**config.mk**
```make
export PLATFORM = sky130hd
export DESIGN_NAME = soil_moisture_qualifier_unit
export DESIGN_NICKNAME = d
export VERILOG_FILES = /design/src/rtl/smq_pkg.sv /design/src/rtl/soil_moisture_qualifier_unit.sv
export SDC_FILE = /design/constraint.sdc
export NUM_CORES = 1
export LEC_CHECK = 0
export BUFFER_PORTS_ARGS = -buffer_cell sky130_fd_sc_hd__buf_4
export CORE_UTILIZATION = 60
export DETAILED_ROUTE_END_ITERATION = 12
export PLACE_DENSITY = 0.78
export SLEW_MARGIN = 10
export SYNTH_ARGS = -nofsm -noshare
export SYNTH_HDL_FRONTEND = slang
export SYNTH_SLANG_ARGS = --single-unit
export TNS_END_PERCENT = 100
```
**constraint.sdc**
```tcl
create_clock -name clk -period 8.65 [get_ports clk]
set_input_delay 1.73 -clock clk [delete_from_list [all_inputs] [get_ports clk]]
set_output_delay 1.73 -clock clk [all_outputs]
set_load 0.1 [all_outputs]
```
**src/rtl/smq_pkg.sv**
```systemverilog
// Shared types and constants of the soil moisture qualifier.
package smq_pkg;

	// Width of the millisecond timestamps and time marks.
	localparam int TIME_BITS = 32;
	// Width of the configuration write data and of the time registers.
	localparam int CFG_DATA_BITS = 16;
	// Width of the configuration register index.
	localparam int CFG_INDEX_BITS = 3;
	// Width of a percentage.
	localparam int PCT_BITS = 7;

	// Counts outside the calibration window that mark a loose probe.
	localparam int MARGIN = 5;
	// Percentage at or below which the error is raised.
	localparam int LOW_LIMIT = 15;
	// Percentage of a probe in water.
	localparam int FULL = 100;

	// Configuration register indexes.
	localparam logic [CFG_INDEX_BITS-1:0] REG_AIR_VALUE = 3'd0;
	localparam logic [CFG_INDEX_BITS-1:0] REG_WATER_VALUE = 3'd1;
	localparam logic [CFG_INDEX_BITS-1:0] REG_STABLE_TIME = 3'd2;
	localparam logic [CFG_INDEX_BITS-1:0] REG_DISCONNECT_HOLD = 3'd3;

	// Sequencer states.
	typedef enum logic [2:0] {
		ST_IDLE,
		ST_CHECK,
		ST_DIV,
		ST_UPDATE,
		ST_DONE
	} smq_state_t;

endpackage

```
**src/rtl/soil_moisture_qualifier_unit.sv**
```systemverilog
// Soil moisture qualifier: calibration, disconnect hold and stability detection.
//
// Usage: a request on the input channel carries one raw sample and its
// millisecond timestamp; it is taken at a clock edge with in_valid high and
// in_stall low. Each request gives exactly one result on the output channel,
// taken at an edge with out_valid high and out_stall low.
// Configuration registers are written over the cfg channel (valid/ready);
// index 0 air value, 1 water value, 2 stable time, 3 disconnect hold.
// Writes to other indexes are dropped.
// Steps: the sequencer qualifies the sample in the check state, runs the
// bit-serial restoring divider over its SAMPLE_BITS+7-bit dividend (one
// quotient bit per cycle), updates the stability state and then loads the
// output register. A sample out of window or inside the disconnect hold
// skips both the divider and the update; equal calibration skips only the
// divider. One request is in work at a time; the next can be taken in the
// cycle after the previous result is loaded into the output register.
// Reset clears the sequencer, the output valid flag and all tracking state,
// and loads the default configuration. When the receiver stalls, the result
// holds in the output register, and a later finished result waits in the
// sequencer until that register is free.
module soil_moisture_qualifier_unit #(
	parameter int SAMPLE_BITS = 10
) (
	input  logic                               clk,
	input  logic                               arst_n,
	// Input channel.
	input  logic                               in_valid,
	output logic                               in_stall,
	input  logic [SAMPLE_BITS-1:0]             sample,
	input  logic [smq_pkg::TIME_BITS-1:0]      now,
	// Output channel.
	output logic                               out_valid,
	input  logic                               out_stall,
	output logic [SAMPLE_BITS-1:0]             raw_value,
	output logic [smq_pkg::PCT_BITS-1:0]       percent,
	output logic                               error_flag,
	output logic                               disconnected_flag,
	output logic                               stable_flag,
	// Configuration channel.
	input  logic                               cfg_valid,
	output logic                               cfg_ready,
	input  logic [smq_pkg::CFG_INDEX_BITS-1:0] cfg_index,
	input  logic [smq_pkg::CFG_DATA_BITS-1:0]  cfg_data
);
	import smq_pkg::*;

	// Dividend is |sample - air| * 100, which needs seven more bits.
	localparam int NUM_BITS = SAMPLE_BITS + 7;
	localparam int CNT_BITS = $clog2(NUM_BITS);
	localparam logic [SAMPLE_BITS-1:0] AIR_RESET = SAMPLE_BITS'(640);
	localparam logic [SAMPLE_BITS-1:0] WATER_RESET = SAMPLE_BITS'(280);

	smq_state_t state_q, state_next;

	// Configuration registers.
	logic [SAMPLE_BITS-1:0]   air_q, water_q;
	logic [CFG_DATA_BITS-1:0] stable_time_q, hold_q;

	// Tracking state.
	logic                 disc_q, error_q, stab_q;
	logic [TIME_BITS-1:0] disc_mark_q, window_mark_q;
	logic [PCT_BITS-1:0]  ref_q;

	// Captured request and working registers.
	logic [SAMPLE_BITS-1:0] sample_q;
	logic [TIME_BITS-1:0]   now_q;
	logic [PCT_BITS-1:0]    pct_q;
	logic [NUM_BITS-1:0]    quo_q;
	logic [SAMPLE_BITS-1:0] rem_q, den_q;
	logic                   neg_q;
	logic [CNT_BITS-1:0]    cnt_q;

	// Output register.
	logic                   out_valid_q;
	logic [SAMPLE_BITS-1:0] raw_q;
	logic [PCT_BITS-1:0]    percent_q;
	logic                   err_out_q, disc_out_q, stab_out_q;

	// Handshake and sequencing strobes.
	logic accept, cfg_write, out_free, load_out;

	// Window check: bounds are signed so a bound beyond the range never trips.
	logic signed [SAMPLE_BITS+1:0] s_ext, lo_bound, hi_bound;
	logic                          out_win, hold_done, go_on;

	always_comb begin
		s_ext = $signed({2'b00, sample_q});
		lo_bound = $signed({2'b00, water_q}) - (SAMPLE_BITS+2)'(MARGIN);
		hi_bound = $signed({2'b00, air_q}) + (SAMPLE_BITS+2)'(MARGIN);
		out_win = (s_ext < lo_bound) || (s_ext > hi_bound);
		hold_done = (now_q - disc_mark_q) > {{(TIME_BITS-CFG_DATA_BITS){1'b0}}, hold_q};
		go_on = !out_win && (!disc_q || hold_done);
	end

	// Operands of the mapping: signed differences turned into magnitudes.
	logic [SAMPLE_BITS:0]   diff, span;
	logic [SAMPLE_BITS-1:0] diff_mag, span_mag;
	logic [NUM_BITS-1:0]    diff_ext, dividend;
	logic                   span_zero;

	always_comb begin
		diff = {1'b0, sample_q} - {1'b0, air_q};
		span = {1'b0, water_q} - {1'b0, air_q};
		diff_mag = diff[SAMPLE_BITS] ? SAMPLE_BITS'(-diff) : diff[SAMPLE_BITS-1:0];
		span_mag = span[SAMPLE_BITS] ? SAMPLE_BITS'(-span) : span[SAMPLE_BITS-1:0];
		span_zero = (span == '0);
		// Times 100 as 64 + 32 + 4.
		diff_ext = NUM_BITS'(diff_mag);
		dividend = (diff_ext << 6) + (diff_ext << 5) + (diff_ext << 2);
	end

	// One restoring division step: the dividend shifts out at the top while
	// quotient bits shift in at the bottom.
	logic [SAMPLE_BITS:0]   trial;
	logic                   fits;
	logic [SAMPLE_BITS-1:0] rem_next;

	always_comb begin
		trial = {rem_q, quo_q[NUM_BITS-1]};
		fits = trial >= {1'b0, den_q};
		rem_next = fits ? SAMPLE_BITS'(trial - {1'b0, den_q}) : trial[SAMPLE_BITS-1:0];
	end

	// Clamped percentage and the stability comparison.
	logic [PCT_BITS-1:0] pct_calc;
	logic                window_due, near_ref;

	always_comb begin
		if (neg_q) begin
			pct_calc = '0;
		end else if (quo_q >= NUM_BITS'(FULL)) begin
			pct_calc = PCT_BITS'(FULL);
		end else begin
			pct_calc = quo_q[PCT_BITS-1:0];
		end
		window_due = (now_q - window_mark_q) >=
			{{(TIME_BITS-CFG_DATA_BITS){1'b0}}, stable_time_q};
		near_ref = ({1'b0, pct_calc} + 8'd1 >= {1'b0, ref_q}) &&
			({1'b0, pct_calc} <= {1'b0, ref_q} + 8'd1);
	end

	// Next state.
	always_comb begin
		state_next = state_q;
		unique case (state_q)
			ST_IDLE: begin
				if (in_valid) state_next = ST_CHECK;
			end
			ST_CHECK: begin
				if (!go_on) state_next = ST_DONE;
				else if (span_zero) state_next = ST_UPDATE;
				else state_next = ST_DIV;
			end
			ST_DIV: begin
				if (cnt_q == '0) state_next = ST_UPDATE;
			end
			ST_UPDATE: begin
				state_next = ST_DONE;
			end
			ST_DONE: begin
				if (out_free) state_next = ST_IDLE;
			end
			default: begin
				state_next = ST_IDLE;
			end
		endcase
	end

	// Handshake outputs and strobes.
	always_comb begin
		out_free = !out_valid_q || !out_stall;
		in_stall = (state_q != ST_IDLE);
		cfg_ready = (state_q == ST_IDLE);
		accept = (state_q == ST_IDLE) && in_valid;
		cfg_write = cfg_valid && cfg_ready;
		load_out = (state_q == ST_DONE) && out_free;
	end

	// Sequencer register.
	always_ff @(posedge clk or negedge arst_n) begin
		if (!arst_n) begin
			state_q <= ST_IDLE;
		end else begin
			state_q <= state_next;
		end
	end

	// Configuration registers.
	always_ff @(posedge clk or negedge arst_n) begin
		if (!arst_n) begin
			air_q <= AIR_RESET;
			water_q <= WATER_RESET;
			stable_time_q <= CFG_DATA_BITS'(1000);
			hold_q <= CFG_DATA_BITS'(5000);
		end else if (cfg_write) begin
			case (cfg_index)
				REG_AIR_VALUE: air_q <= cfg_data[SAMPLE_BITS-1:0];
				REG_WATER_VALUE: water_q <= cfg_data[SAMPLE_BITS-1:0];
				REG_STABLE_TIME: stable_time_q <= cfg_data;
				REG_DISCONNECT_HOLD: hold_q <= cfg_data;
				default: begin
				end
			endcase
		end
	end

	// Tracking state: disconnect, error and stability.
	always_ff @(posedge clk or negedge arst_n) begin
		if (!arst_n) begin
			disc_q <= 1'b0;
			error_q <= 1'b0;
			stab_q <= 1'b0;
			disc_mark_q <= '0;
			window_mark_q <= '0;
			ref_q <= '0;
		end else if (state_q == ST_CHECK) begin
			if (out_win) begin
				disc_q <= 1'b1;
				error_q <= 1'b1;
				disc_mark_q <= now_q;
			end else if (disc_q && hold_done) begin
				disc_q <= 1'b0;
			end
		end else if (state_q == ST_UPDATE) begin
			error_q <= (pct_calc <= PCT_BITS'(LOW_LIMIT));
			if (window_due) begin
				if (near_ref) begin
					stab_q <= 1'b1;
				end else begin
					ref_q <= pct_calc;
					stab_q <= 1'b0;
				end
				window_mark_q <= now_q;
			end
		end
	end

	// Request capture and the bit-serial divider.
	always_ff @(posedge clk) begin
		if (accept) begin
			sample_q <= sample;
			now_q <= now;
		end
		unique case (state_q)
			ST_CHECK: begin
				pct_q <= '0;
				rem_q <= '0;
				den_q <= span_mag;
				cnt_q <= CNT_BITS'(NUM_BITS - 1);
				if (span_zero) begin
					quo_q <= '0;
					neg_q <= 1'b0;
				end else begin
					quo_q <= dividend;
					neg_q <= diff[SAMPLE_BITS] ^ span[SAMPLE_BITS];
				end
			end
			ST_DIV: begin
				rem_q <= rem_next;
				quo_q <= {quo_q[NUM_BITS-2:0], fits};
				cnt_q <= cnt_q - 1'b1;
			end
			ST_UPDATE: begin
				pct_q <= pct_calc;
			end
			default: begin
			end
		endcase
	end

	// Output register: valid flag.
	always_ff @(posedge clk or negedge arst_n) begin
		if (!arst_n) begin
			out_valid_q <= 1'b0;
		end else if (load_out) begin
			out_valid_q <= 1'b1;
		end else if (!out_stall) begin
			out_valid_q <= 1'b0;
		end
	end

	// Output register: result fields.
	always_ff @(posedge clk) begin
		if (load_out) begin
			raw_q <= sample_q;
			percent_q <= pct_q;
			err_out_q <= error_q;
			disc_out_q <= disc_q;
			stab_out_q <= stab_q;
		end
	end

	assign out_valid = out_valid_q;
	assign raw_value = raw_q;
	assign percent = percent_q;
	assign error_flag = err_out_q;
	assign disconnected_flag = disc_out_q;
	assign stable_flag = stab_out_q;

	// An accepted request always moves on to the qualification step.
	a_accept_check: assert property (@(posedge clk) disable iff (!arst_n)
		accept |=> (state_q == ST_CHECK))
		else $error("accepted request did not reach the check step");

	// The divider leaves after its last step and goes to the update.
	a_div_end: assert property (@(posedge clk) disable iff (!arst_n)
		(state_q == ST_DIV) && (cnt_q == '0) |=> (state_q == ST_UPDATE))
		else $error("divider did not finish after its last step");

	// A disconnected result carries a zero percentage and the error.
	a_disc_zero: assert property (@(posedge clk) disable iff (!arst_n)
		out_valid_q && disc_out_q |-> (percent_q == '0) && err_out_q)
		else $error("disconnected result with nonzero percent or no error");

endmodule
```
==> results.yml <==
floorplanning:
  initial_utilization: 0.611
  placementRows: 61
  core_area_sq_um: 27800
  die-area_sq_um: 29000
  boundaryPins: 89
  dieWidth_um: 170
  die_height_um: 170
clocking:
  clock_tree.htree_level_count: 1
  clock_latency_ns: 0.55
  clk_pin_slew_worst_paths_ns: 0.06
  clk_path_buf_depth: 3
  clkSinkCount: 242
  post_cts_buffers: 0
  ctsRootBufferMaster: "sky130_fd_sc_hd__clkbuf_16"
  cts_tree: "built"
  ctsHoldBuffers: 0
  ctsResizeCount: 0
  number_of_buffers_created_by_cts: 27
timing:
  final.setup.tns_ns: 0
  hold_viol_final: 0
  worst-slew-pin-transition_ns: 1.16
  drv_slew: 0
  rsz_0062_raised_after_global_routing: "no"
  timing.final.setup_violations: 0
  layout_min_cycle_time_ns: 5.56
  fin_ws_ns: 3.09
  fin_skew_ns: 0.0267
  timing.slew.headroom: 0.209
  final_cycle_utilization_of_the_critical_path: 0.642
  max_freq_mhz: 180
routing:
  drt.antenna.violating_nets: 0
  total_number_of_vias: 12899
  route.detailed.drc: 0
  avgViaCountPerCell: 5.94
  dr.pass1.iters: 5
  wire_length_after_detailed_routing_mm: 40.1
  detailedRoute.firstIterationViolations: 799
  wl_per_cell_um: 18.5
layout:
  post-route-cell-area_sq_um: 18900
  layout.filler_cells: 2179
  layout-area-overhead-vs-synth_pct: 11.4
  antennaDiodeCount: 0
  layout-drive-gt1-share: 0.162
  final_cell_count_no_fill: 2170
  most_common_cell_after_layout_fill_and_taps_aside: "sky130_fd_sc_hd__ha_1"
  layout_common_cells: "178 x sky130_fd_sc_hd__ha_1, 176 x sky130_fd_sc_hd__inv_1, 135 x sky130_fd_sc_hd__nand2_1"
  final_net_count: 2027
logic_synthesis:
  synth_ff_type: "sky130_fd_sc_hd__dfrtp_1"
  postSynthAreaPerCell_sq_um: 10.1
  yosys.cell_types.count: 82
  yosysTopAreaCell: "sky130_fd_sc_hd__edfxtp_1"
  ys_ff_latch: 242
  netlist_top_cells_area: "sky130_fd_sc_hd__edfxtp_1 20%, sky130_fd_sc_hd__dfrtp_1 17%, sky130_fd_sc_hd__ha_1 13%"
  yosysWarningCount: 0
  syn_nets: 1939
  netlist.area_leader.share: 0.198
  postSynth.asyncResetShare: 0.537
  synth_enable_flop_cells: 112
  synth_area_sq_um: 17000
  synth-seq-area-share: 0.391
  number_of_standard_cells_after_synthesis: 1683
global_route:
  first_global_vias: 12743
  initial_antenna_violation_count: 0
  grtUsageTotal: 0.284
  grt.overflow.total: 0
  largest_net_degree_at_the_start_of_global_routing: 71
  first_pass_grt_wire_length_mm: 64.9
critical_path:
  maximum_fanout_count_along_the_critical_path: 6
  critical-path-max-stage-delay_ns: 0.54
  path_class: "register to register"
  arrival_ns: 5.92
  cp_top_family: "compound AO/OA/AOI/OAI gates"
  timing.critical_path.slowest_stage_cell: "sky130_fd_sc_hd__fa_1"
  critical_path.cell_chain: "ha_1, fa_1, nor2b_1, o21ai_0, a21boi_0, o21ai_0, nand2b_1, a31oi_1, o21ai_0, nor2_1, xnor2_1, fa_1, ha_1, a21o_1, a21oi_1, o21bai_1, a21oi_1, o21bai_1, a21oi_1, o21ai_0, xnor2_1, o31ai_1"
  critPathCaptureType: "register"
  setup.worst_path.start_class: "register"
  buffers_inverters_on_critical_path: 0
  critical_path.most_common_cell: "sky130_fd_sc_hd__o21ai_0"
  cp.required_ns: 9.02
placed_design:
  pre_cts_slack_ns: 3.20
  place.gp.congestion: 0.990
  placedInstanceArea_sq_um: 18000
  post-dp-hpwl_mm: 30.9
  total_instance_count_after_detailed_placement: 2120
  placement.io_buffers: 88
job:
  max_cap_violations: 0
worst_hold_path:
  hold_class: "register to register"
status:
  outcome: "complete, no violations"
-- per-layer routing --
metal | part of all wire | GRT usage | vias up
li1 | - | - | 6215
met1 | 0.43 | 0.374 | 6173
met2 | 0.47 | 0.476 | 407
met3 | 0.055 | 0.0328 | 104
met4 | 0.043 | 0.121 | 0
met5 | 0 | 0 | -
-- area by class of cell --
| type | instances | area, sq um | share of cell area |
|---|---|---|---|
| clock inverters | 18 | 189 | 0.0100 |
| multi-input cells | 1228 | 9490 | 0.502 |
| flip-flops and latches | 242 | 6640 | 0.351 |
| clock buffers | 32 | 726 | 0.0384 |
| repair buffers | 95 | 717 | 0.0379 |
| well taps | 378 | 473 | 0.0250 |
| inverters | 177 | 664 | 0.0352 |
-- state kept, by name (all words and copies together) (netlist names), 3 cells and up --
signal	cells
rem_q	10
now_q	32
den_q	10
state_q	3
percent	7
hold_q	16
disc_mark_q	32
window_mark_q	32
ref_q	7
quo_q	17
water_q	10
sample_q	10
air_q	10
stable_time_q	16
pct_q	7
raw_value	10
cnt_q	5
-- synth_stat cells, drive strengths merged (7+ instances only) --
| library cell | number |
|---|---|
| a2111oi | 7 |
| a211oi | 8 |
| a21o | 44 |
| a21oi | 101 |
| a31oi | 15 |
| and2 | 7 |
| and3 | 15 |
| buf | 11 |
| clkbuf | 25 |
| dfrtp | 114 |
| dfstp | 16 |
| edfxtp | 112 |
| fa | 12 |
| ha | 178 |
| inv | 176 |
| mux2 | 108 |
| mux2i | 18 |
| nand2 | 135 |
| nand2b | 22 |
| nand3 | 24 |
| nand4 | 30 |
| nor2 | 100 |
| nor2b | 21 |
| nor3 | 37 |
| nor4 | 8 |
| o211ai | 7 |
| o21a | 25 |
| o21ai | 88 |
| o21bai | 7 |
| o31ai | 16 |
| or3 | 13 |
| xnor2 | 74 |
| xor2 | 32 |
-- kinds of logic after synthesis --
logic type | count (synthesis) | synth area share
AND/OR/NAND/NOR | 435 | 0.126
AO/OA/AOI/OAI | 371 | 0.144
flip-flops | 242 | 0.391
buffers and inverters | 213 | 0.0505
adder cells (fa/ha/maj) | 190 | 0.145
multiplexers | 126 | 0.0885
XOR/XNOR | 106 | 0.0547
-- path summary, 6_finish.rpt --
kind                          start                 to  slack (ns)  cells past startpoint
setup / recovery           air_q[0]          quo_q[15]        3.09                     22
hold / removal             pct_q[1]         percent[1]        0.42                      0
setup reg to reg           air_q[0]          quo_q[15]        3.09                     22
hold reg to reg            pct_q[1]         percent[1]        0.42                      0
max in group asynchronous    arst_n  stable_time_q[12]        6.17                      2
min in group asynchronous    arst_n           ref_q[3]        1.16                      1
-- per-stage QoR --
stage                     utilization  hold WS (ns)
after floorplan                     -         0.400
after global placement          0.647         0.403
after detailed placement        0.647         0.405
after CTS                       0.680         0.420
after global routing            0.680         0.425
final                           0.680         0.419
Power is left out: the tool's default activity adds up to more than one toggle a clock period on the data nets, which glitch-free logic cannot reach.
